===== src/design/mstb_pkg.sv =====
// Shared types, command codes and saturation helper for the timer slot bank.
package mstb_pkg;

  // Command codes carried in the command transaction
  typedef enum logic [1:0] {
    CMD_TICK       = 2'd0,
    CMD_REWIND     = 2'd1,
    CMD_SCHEDULE   = 2'd2,
    CMD_DESCHEDULE = 2'd3
  } cmd_t;

  // Sequencer states
  typedef enum logic [1:0] {
    ST_IDLE,
    ST_SCHED,
    ST_SCAN,
    ST_FLUSH
  } state_t;

  typedef struct packed {
    cmd_t        cmd;
    logic [4:0]  slot;
    logic [30:0] amount;
  } cmd_item_t;

  typedef struct packed {
    logic [4:0] expired_slot;
    logic       last;
  } report_item_t;

  // One memory word per slot
  typedef struct packed {
    logic [31:0]        period;
    logic signed [31:0] remaining;
  } slot_entry_t;

  // Result of one slot update
  typedef struct packed {
    logic signed [31:0] remaining;
    logic               expire;
  } alu_res_t;

  // Clamp a 33-bit signed value into the 32-bit signed range
  function automatic logic signed [31:0] sat33(input logic signed [32:0] v);
    logic signed [31:0] r;
    if (v[32] != v[31]) begin
      r = v[32] ? 32'sh8000_0000 : 32'sh7FFF_FFFF;
    end else begin
      r = v[31:0];
    end
    return r;
  endfunction

endpackage


===== src/design/mstb_slot_alu.sv =====
// Per-slot count update for tick, rewind and schedule commands.
module mstb_slot_alu (
  input  mstb_pkg::cmd_t             op,
  input  mstb_pkg::slot_entry_t      entry,
  input  logic [30:0]                amount,
  output mstb_pkg::alu_res_t         res
);
  import mstb_pkg::*;

  logic signed [32:0] ext_rem;
  logic signed [32:0] ext_amt;
  logic signed [32:0] sum;
  logic signed [32:0] diff;
  logic signed [31:0] sum_sat;
  logic signed [31:0] diff_sat;
  logic               reach;

  // Widen operands and form both saturated results
  assign ext_rem  = {entry.remaining[31], entry.remaining};
  assign ext_amt  = {2'b00, amount};
  assign sum      = ext_rem + ext_amt;
  assign diff     = ext_rem - ext_amt;
  assign sum_sat  = sat33(sum);
  assign diff_sat = sat33(diff);

  // Rewind takes off one period once the count has reached it
  assign reach = $signed({sum_sat[31], sum_sat}) >= $signed({1'b0, entry.period});

  // Select the result for the command in flight
  always_comb begin
    res = '0;
    case (op)
      CMD_TICK: begin
        res.remaining = diff_sat;
        res.expire    = diff_sat[31] || (diff_sat == 32'sd0);
      end
      CMD_REWIND: begin
        res.remaining = reach ? (sum_sat - $signed(entry.period)) : sum_sat;
      end
      CMD_SCHEDULE: begin
        res.remaining = sum_sat;
      end
      default: begin
        res.remaining = entry.remaining;
      end
    endcase
  end

endmodule


===== src/design/multi_slot_timer_bank.sv =====
// Top level of the timer slot bank: command sequencer, slot memory and report output.
//
//   channel  | role    | handshake                    | payload
//   ---------+---------+------------------------------+---------------------------------
//   command  | receive | command_valid / command_stall | cmd_item_t {cmd, slot, amount}
//   report   | send    | report_valid / report_stall   | report_item_t {expired_slot, last}
//
// Deschedule and zero-amount tick or rewind complete in the accept cycle; schedule
// then writes its slot in ST_SCHED. Tick and rewind go through the accept cycle, a scan
// that reads every slot once and writes back each armed slot, pipelined over the single
// read and single write port, plus a flush state.
// Reset clears all armed flags and marks every memory entry unwritten (reads as zero).
// A stalled report pauses a tick scan only when a second expiry is found while the
// held report and the output register are both occupied; the flush cycle likewise
// holds until the final report can enter the output register.
module multi_slot_timer_bank #(
  parameter int SLOTS = 32
) (
  input  logic                    clk,
  input  logic                    rst,
  input  logic                    command_valid,
  output logic                    command_stall,
  input  mstb_pkg::cmd_item_t     command,
  output logic                    report_valid,
  input  logic                    report_stall,
  output mstb_pkg::report_item_t  report
);
  import mstb_pkg::*;

  localparam int SW = $clog2(SLOTS);
  localparam int CW = $clog2(SLOTS + 1);

  state_t           state;
  state_t           state_next;
  cmd_t             op;
  logic [30:0]      amt;
  logic [CW-1:0]    rd_cnt;
  logic             st_v;
  logic [SW-1:0]    st_idx;
  logic [SLOTS-1:0] armed;
  logic [SLOTS-1:0] written;
  logic             pend_v;
  logic [4:0]       pend_slot;

  slot_entry_t      mem [SLOTS];
  slot_entry_t      rdata;
  slot_entry_t      cur;
  slot_entry_t      wr_data;
  logic             rd_en;
  logic [SW-1:0]    rd_addr;
  logic             wr_en;
  alu_res_t         alu_res;

  logic             accept;
  logic             slot_ok;
  logic             out_free;
  logic             st_armed;
  logic             st_expire;
  logic             adv;
  logic             issue;
  logic             scan_done;

  // Handshake and decode
  assign accept   = command_valid && !command_stall;
  assign slot_ok  = 32'(command.slot) < SLOTS;
  assign out_free = !report_valid || !report_stall;

  // Compute stage: entry of st_idx, unwritten entries read as zero
  assign cur       = written[st_idx] ? rdata : '0;
  assign st_armed  = armed[st_idx];
  assign st_expire = st_v && st_armed && (op == CMD_TICK) && alu_res.expire;
  assign adv       = !(st_expire && pend_v && !out_free);
  assign issue     = (state == ST_SCAN) && adv && (rd_cnt < CW'(SLOTS));
  assign scan_done = (state == ST_SCAN) && adv && (rd_cnt == CW'(SLOTS));

  mstb_slot_alu u_alu (
    .op     (op),
    .entry  (cur),
    .amount (amt),
    .res    (alu_res)
  );

  // Memory port control
  assign rd_en   = (accept && (command.cmd == CMD_SCHEDULE) && slot_ok) || issue;
  assign rd_addr = (state == ST_IDLE) ? SW'(command.slot) : rd_cnt[SW-1:0];
  assign wr_en   = (state == ST_SCHED) || ((state == ST_SCAN) && adv && st_v && st_armed);

  always_comb begin
    wr_data.remaining = alu_res.remaining;
    wr_data.period    = (state == ST_SCHED) ? {1'b0, amt} : cur.period;
  end

  // Slot memory with registered read
  always_ff @(posedge clk) begin
    if (wr_en) begin
      mem[st_idx] <= wr_data;
    end
    if (rd_en) begin
      rdata <= mem[rd_addr];
    end
  end

  // State register
  always_ff @(posedge clk) begin
    if (rst) begin
      state <= ST_IDLE;
    end else begin
      state <= state_next;
    end
  end

  // Next state and stall
  always_comb begin
    state_next    = state;
    command_stall = (state != ST_IDLE);
    unique case (state)
      ST_IDLE: begin
        if (accept) begin
          case (command.cmd)
            CMD_SCHEDULE: begin
              if (slot_ok) state_next = ST_SCHED;
            end
            CMD_TICK, CMD_REWIND: begin
              if (command.amount != '0) state_next = ST_SCAN;
            end
            default: state_next = ST_IDLE;
          endcase
        end
      end
      ST_SCHED: state_next = ST_IDLE;
      ST_SCAN: begin
        if (scan_done) state_next = ST_FLUSH;
      end
      ST_FLUSH: begin
        if (!pend_v || out_free) state_next = ST_IDLE;
      end
      default: state_next = ST_IDLE;
    endcase
  end

  // Control registers: armed flags, written marks, pipeline and output valids
  always_ff @(posedge clk) begin
    if (rst) begin
      armed        <= '0;
      written      <= '0;
      st_v         <= 1'b0;
      pend_v       <= 1'b0;
      report_valid <= 1'b0;
      rd_cnt       <= '0;
    end else begin
      // Load the output register, or drop it once taken
      if (((state == ST_SCAN) && adv && st_expire && pend_v) ||
          ((state == ST_FLUSH) && pend_v && out_free)) begin
        report_valid <= 1'b1;
      end else if (report_valid && !report_stall) begin
        report_valid <= 1'b0;
      end
      unique case (state)
        ST_IDLE: begin
          rd_cnt <= '0;
          if (accept && (command.cmd == CMD_DESCHEDULE) && slot_ok) begin
            armed[SW'(command.slot)] <= 1'b0;
          end
        end
        ST_SCHED: begin
          armed[st_idx]   <= 1'b1;
          written[st_idx] <= 1'b1;
        end
        ST_SCAN: begin
          if (adv) begin
            if (st_expire) begin
              armed[st_idx] <= 1'b0;
              pend_v        <= 1'b1;
            end
            st_v <= issue;
            if (issue) rd_cnt <= rd_cnt + 1'b1;
          end
        end
        ST_FLUSH: begin
          if (pend_v && out_free) begin
            pend_v <= 1'b0;
          end
        end
        default: ;
      endcase
    end
  end

  // Payload registers: latched command, stage index, held and output reports
  always_ff @(posedge clk) begin
    if (accept) begin
      op     <= command.cmd;
      amt    <= command.amount;
      st_idx <= SW'(command.slot);
    end else if (issue) begin
      st_idx <= rd_cnt[SW-1:0];
    end
    if ((state == ST_SCAN) && adv && st_expire) begin
      pend_slot <= 5'(st_idx);
      if (pend_v) begin
        report.expired_slot <= pend_slot;
        report.last         <= 1'b0;
      end
    end
    if ((state == ST_FLUSH) && pend_v && out_free) begin
      report.expired_slot <= pend_slot;
      report.last         <= 1'b1;
    end
  end

  // A held report exists only while a tick is being scanned or flushed
  a_pend_in_scan: assert property (@(posedge clk) disable iff (rst)
    pend_v |-> (state == ST_SCAN || state == ST_FLUSH))
    else $error("held report outside scan");

  // The compute stage is occupied only during a scan
  a_stage_in_scan: assert property (@(posedge clk) disable iff (rst)
    st_v |-> (state == ST_SCAN))
    else $error("compute stage valid outside scan");

  // A schedule write leaves its slot armed
  a_sched_arms: assert property (@(posedge clk) disable iff (rst)
    (state == ST_SCHED) |=> armed[$past(st_idx)])
    else $error("scheduled slot not armed");

endmodule

===== config.mk =====
export PLATFORM = sky130hd
export DESIGN_NAME = multi_slot_timer_bank
export DESIGN_NICKNAME = d
export VERILOG_FILES = /design/src/design/mstb_pkg.sv /design/src/design/mstb_slot_alu.sv /design/src/design/multi_slot_timer_bank.sv
export SDC_FILE = /design/constraint.sdc
export NUM_CORES = 2
export LEC_CHECK = 0
export BUFFER_PORTS_ARGS = -buffer_cell sky130_fd_sc_hd__buf_2
export CORE_AREA = 4 4 643 645
export DETAILED_ROUTE_END_ITERATION = 7
export DIE_AREA = 0 0 647 649
export HOLD_SLACK_MARGIN = 0.12
export PLACE_DENSITY = 0.38
export SETUP_SLACK_MARGIN = 0.3
export SLEW_MARGIN = 5
export SYNTH_ARGS = -nofsm -noshare
export SYNTH_HDL_FRONTEND = slang
export SYNTH_SLANG_ARGS = --single-unit

===== constraint.sdc =====
create_clock -name clk -period 8.8 [get_ports clk]
set_input_delay 1.76 -clock clk [delete_from_list [all_inputs] [get_ports clk]]
set_output_delay 1.76 -clock clk [all_outputs]
set_load 0.05 [all_outputs]

**Yosys cells after proc, flatten, opt, wreduce, memory -nomap -nowiden**

Memory sizes are Yosys's and may differ from the RTL's. A register that Yosys moved wholly into a read port is not among the register bits.
Cells that the tools add are included.

- Bits in registers: 124
- Latch bits: 0
- Bits in writable memories: 2048
- ROM bits: 0
- Output and inout port bits: 8
- Logic and storage cells: 149
- Memories kept: 1

Memories:

| memory | words | width | read ports | clocked after memory_dff | write ports | RTL line | source |
|---|---|---|---|---|---|---|---|
| mem | 32 | 64 | 1 | 1 | 1 | multi_slot_timer_bank.sv:45 | `slot_entry_t mem [SLOTS];` |

- Add/sub/neg operators: 4
- Multipliers: 0
- Divide/modulo/power cells: 0
- $lt $le $gt $ge: 6
- Equal/unequal tests: 20
- Shift operators: 0
- Muxes and demuxes: 44
- Bitwise gates (word level): 7
- Reduce and logical (&&, ||, !) cells: 54

Operators by type and width:

| operator | count |
|---|---|
| 32-bit 2-to-1 mux | 9 |
| 32-bit case mux with 3 select lines | 2 |
| 32-bit AND | 2 |
| 64-bit 2-to-1 mux | 1 |
| 32-bit NOT | 2 |
| 32-bit OR | 2 |
| 32-bit by 32-bit adder with 33-bit output | 1 |
| 32-bit by 33-bit greater-or-equal comparator with 1-bit output | 1 |
| 32-bit by 32-bit subtractor with 33-bit output | 1 |
| 32-bit zero test | 1 |
| 32-bit subtractor | 1 |
| 31-bit nonzero test | 1 |
| 6-bit 2-to-1 mux | 5 |
| 1-bit logical AND | 21 |
| 5-bit 2-to-1 mux | 3 |
| 2-bit inequality test, second input constant | 7 |
| 2-bit nonzero test | 7 |
| 5-bit by 6-bit less-than comparator with 1-bit output, second input constant | 2 |
| 1-bit 2-to-1 mux | 12 |
| 6-bit case mux with 2 select lines | 1 |
| 4-bit AND reduction | 3 |
| 1-bit binary-select mux with 5-bit select | 2 |
| 1-bit demux with 5-bit select | 2 |
| 2-bit equality test, second input constant | 5 |
| other kinds (20) | 41 |

**Longest topological paths before layout**

- Depth in word-level cells: 19
- Depth in mapped cells: 41
- Mapped depth without buffers: 35

**Cells and area by module**

Synthesis repeated with hierarchy kept, for this count alone.

- Cell total of the unflattened synthesis: 5138
- Area total of the unflattened synthesis: 94647.0 um^2

Modules (own cells, without submodules):

| module | instances | cells each | area each (um^2) | seq. area each (um^2) |
|---|---|---|---|---|
| multi_slot_timer_bank | 1 | 4083 | 87856.8 | 66383.7 |
| mstb_slot_alu | 1 | 1055 | 6790.3 | 0.0 |

**Worst setup path before layout**

Ideal clock, no wire load.

- Path type: register -> register
- Start point: register st_idx[2]
- End point: memory mem[0][4] (netlist bit) (data pin)
- Arrival time: 8.863 ns
- Data required time: 8.346 ns
- Path slack: -0.517 ns
- Cell stages (with the launch flop): 36
- Path buffers: 7
- Clock period less this slack: 9.317 ns
- Path through: edfxtp_1 or3b_2 clkbuf_1 o22ai_1 nor4_1 mux2i_1 clkbuf_1 clkbuf_1 and2_1 ha_1 clkbuf_1 nor4_1 and2_1 nor3b_1 nand2_1 nor4_1 o311ai_1 o41ai_2 inv_1 nor2_1 clkbuf_1 nor2_1 ha_1 clkbuf_1 a21o_1 a21o_1 a21oi_1 o21ai_0 a2111oi_0 o21ai_0 a21oi_1 o21ai_0 nand2_1 clkbuf_1 a21oi_1 o21ai_0

RTL lines:

| what | RTL line | source |
|---|---|---|
| from (decl) | multi_slot_timer_bank.sv:39 | `logic [SW-1:0] st_idx;` |
| from (signal assigned) | multi_slot_timer_bank.sv:194 | `st_idx <= SW'(command.slot);` |
| from (signal assigned) | multi_slot_timer_bank.sv:196 | `st_idx <= rd_cnt[SW-1:0];` |
| to (decl) | multi_slot_timer_bank.sv:45 |  |

**Worst setup path in the final report**

- Start point: register st_idx[1]
- End point: memory mem[31][55] (netlist bit) (enable)

- Cells in the longest elaborated chain, start to end: 19

RTL lines:

| what | RTL line | source |
|---|---|---|
| 1-bit binary-select mux with 5-bit select | multi_slot_timer_bank.sv:69 | `assign cur = written[st_idx] ? rdata : '0;` |
| 1-bit 2-to-1 mux (implied by the code) | multi_slot_timer_bank.sv:69 |  |
| 64-bit 2-to-1 mux | multi_slot_timer_bank.sv:69 |  |
| 32-bit by 32-bit subtractor with 33-bit output | mstb_slot_alu.sv:22 | `assign diff = ext_rem - ext_amt;` |
| 32-bit 2-to-1 mux or 1-bit inequality test (tied branches) | mstb_pkg.sv:47, mstb_pkg.sv:46 |  |
| 32-bit 2-to-1 mux | mstb_pkg.sv:46 | `if (v[32] != v[31]) begin` |
| 32-bit zero test | mstb_slot_alu.sv:35 | `res.expire = diff_sat[31] \|\| (diff_sat == 32'sd0);` |
| 1-bit logical OR | mstb_slot_alu.sv:35 |  |
| 1-bit 2-to-1 mux | mstb_slot_alu.sv:32 | `case (op)` |
| 1-bit logical AND | multi_slot_timer_bank.sv:71 | `assign st_expire = st_v && st_armed && (op == CMD_TICK) && alu_res.expire;` |
| 1-bit logical AND (2 in a row) | multi_slot_timer_bank.sv:72 | `assign adv = !(st_expire && pend_v && !out_free);` |
| 1-bit zero test | multi_slot_timer_bank.sv:72 |  |
| 1-bit logical AND (3 in a row) | multi_slot_timer_bank.sv:86 | `assign wr_en = (state == ST_SCHED) \|\| ((state == ST_SCAN) && adv && st_v && st_armed);` |
| 1-bit logical OR | multi_slot_timer_bank.sv:86 |  |
| 1-bit 2-to-1 mux | multi_slot_timer_bank.sv:95 | `if (wr_en) begin` |
| 1-bit 2-to-1 mux (implied by the code) | multi_slot_timer_bank.sv:96 | `mem[st_idx] <= wr_data;` |

Parallel ways exist; a longest one is shown, timed or not. The select of a mux whose other input is x is not followed.

==> results.tsv <==
metric	value	unit
crit_buf_inv	9	
total_power	0.0253	W
hold_class	reg -> reg	
yosys-top-cells-count	edfxtp_1 (2160), nand2_1 (762), mux4_2 (520), nand3_1 (344), nor2_1 (280)	
critPathRequiredTime	9360	ps
ys_types	93	
clk_pin_slew	60	ps
yosysSeqAreaShare	71.1	%
critPathLaunchType	flop	
syn_to_final_growth	21.3	%
p_leak	36.2	nW
drt_wl_total	328	mm
max-vdd-ir-drop	0.161	mV
design_area	0.113	mm²
synth_top_cell_area_share	69.5	%
min_period	8320	ps
setup_viol_count_final	0	
antenna_found_initial	9	
synth_edf_count	2160	
report.final.hold_viol_count	0	
slew_headroom	14.2	%
cts_hold_buffers	0	
crit_slowest_cell	a2111oi_2	
cts_max_level	4	
clk_path_buf_depth	4	
status	completed	
grt_pass1_wl	455	mm
avgSynthCellArea	16.5	µm²
synth_seq_cells	2236	
synth_nets	5806	
place_inst	11210	
worstSkewPairLatency	940	ps
max_freq	120	MHz
worst_slew_pin_slew	1290	ps
cp_top_family	compound AO/OA/AOI/OAI gates	
cts_tree	built	
maxCapViolations	0	
async_flop_share	0	%
numCtsBuffers	243	
drt_iter0_drc	5012	
rows	235	
grt_pass1_vias	56238	
gp_congestion	0.877	
timing.rr.start	st_idx[1]$_DFFE_PP_	
die_area	0.420	mm²
num_vias	54578	
drtAntennaViolNets	0	
wl_per_cell	28.0	µm
ys_top_cells_by_area	edfxtp_1 (69%), mux4_2 (13%), nand2_1 (3.1%)	
crit_fanout	23	
worst_clock_skew	109	ps
globalRouteOverflowTotal	0	
cts-root-buf	clkbuf_16	
die_h	649	µm
grt.total_usage	15.2	%
end_kind	flop	
rsz0062_at_grt	no	
grt_max_degree	101	
finalCritPeriodShare	94.5	%
die_x	647	µm
report.final.slew_viol_count	0	
reg2reg_to	mem[31][55]$_DFFE_PP_	
firstDrtPassIters	6	
viasPerCell	4.66	
rrSetupSlack	480	ps
drive_gt1_share	25.1	%
place_area	0.104	mm²
arrival	8880	ps
ys.flop_type	edfxtp_1	
synth_most_common_cell	edfxtp_1	
holdPathEnd	report[0]$_SDFFE_PP1P_	
min_from	report[0]$_SDFFE_PP1P_	
synth_warnings	0	
setup_tns	0	ps
synth_top_area_cell	edfxtp_1	
path_common_cell	buf_4	
synthCells	5664	
stdcell_count	11713	
critPathMaxStageDelay	790	ps
min_delay_path_depth	2	
hpwl	184	mm
portBuffers	49	
drc	0	
clock-sinks	2236	
initial_core_util	22.9	%
crit_type	reg -> reg	
ioPinCount	50	
fin_nets	6203	
core_area	0.408	mm²
p_per_area	223	mW/mm²
synth_area	0.0934	mm²
r2r_cells	27	
-- sequential cells by signal (all words and copies together) (netlist names) --
signal	count
mem	2048
rdata	64
armed	32
written	32
amt	31
rd_cnt	6
report	6
pend_slot	5
st_idx	5
op	2
state	2
pend_v	1
report_valid	1
st_v	1
-- power by group --
part           internal (W)  switching, W
clock               0.00579       0.00435
sequential           0.0120     0.0000797
combinational       0.00116       0.00191
-- worst max path at each step --
stage,startpoint,cells after the start,end
floorplan,st_idx[2]$_DFFE_PP_,36,mem[0][26]$_DFFE_PP_
global route,st_idx[1]$_DFFE_PP_,41,mem[18][30]$_DFFE_PP_
finish,st_idx[1]$_DFFE_PP_,27,mem[31][55]$_DFFE_PP_
global placement,st_idx[1]$_DFFE_PP_,39,mem[25][17]$_DFFE_PP_
CTS,st_idx[4]$_DFFE_PP_,41,mem[19][28]$_DFFE_PP_
detailed placement,st_idx[1]$_DFFE_PP_,38,mem[16][23]$_DFFE_PP_
-- stage by stage --
step                      util, %  worst slack [ps]  hold WS (ps)
final                        27.7               485           474
after global routing         27.7               274           492
after CTS                    27.5               308           474
after detailed placement     25.5              -248           461
after global placement       25.5              -214           458
after floorplan                 -               329           424
-- timing repair --
| item | in CTS | in global routing |
|---|---|---|
| gates cloned | 5 | 9 |
| setup endpoints to repair | 1002 | 1024 |
| pin swaps | 15 | 57 |
| resized for setup | 49 | 121 |
| buffers inserted | 16 | 27 |
-- area by class of cell --
cell class / count / area (µm²)
antenna: 3 / 7.51
multi-input combinational: 3010 / 26700
timing repair buffer: 477 / 5160
clock buffer: 284 / 6290
tap: 5451 / 6820
clock inverter: 159 / 1500
fill: 41255 / 295000
inverter: 93 / 358
sequential: 2236 / 66400
-- worst register-to-register path, cell delays in order, from the launching register on --
cell	delay, ps
edfxtp_1	450
buf_6	160
buf_16	140
mux2i_4	180
o22ai_2	240
nor4_4	90
mux2i_4	300
buf_12	180
clkbuf_16	190
buf_4	170
buf_4	250
and2_1	290
ha_1	290
buf_4	170
o21a_1	120
a2111oi_0	720
o31ai_1	370
o21bai_1	250
a21o_1	280
nor2_1	600
a221oi_1	140
a2111oi_2	790
buf_4	260
a31oi_1	110
a31o_2	350
nand3_2	370
nor2_4	250
buf_12	260
-- cell families after synthesis --
kind of cell / after synthesis / synth area share [%]
buf+inv: 419 / 1.72
mux: 559 / 13.0
flops: 2236 / 71.1
compound gates: 665 / 4.56
simple gates: 1610 / 7.56
xor+xnor: 75 / 0.704
fa+ha+maj: 100 / 1.36
-- layer usage --
layer / global-route usage [%] / wire [µm]
met1: 21.9 / 153000
met3: 1.91 / 15500
met4: 3.17 / 6760
met5: 0 / 13
met2: 24.3 / 152000
-- placed cells by master (no fill, tap or decap), drive strengths merged, types with 37 or more instances in the layout --
cell type,synthesis,final
edfxtp,2160,2160
nand2,765,765
mux4,520,520
buf,126,466
nand3,345,345
clkbuf,200,293
nor2,280,280
o21ai,211,211
a21oi,138,138
clkinv,1,125
ha,97,97
inv,92,96
dfxtp,76,76
xnor2,57,57
a211oi,53,53
and2,38,38
nor3,36,37
o22ai,37,37
No activity file was read; power rests on OpenSTA's default activity.
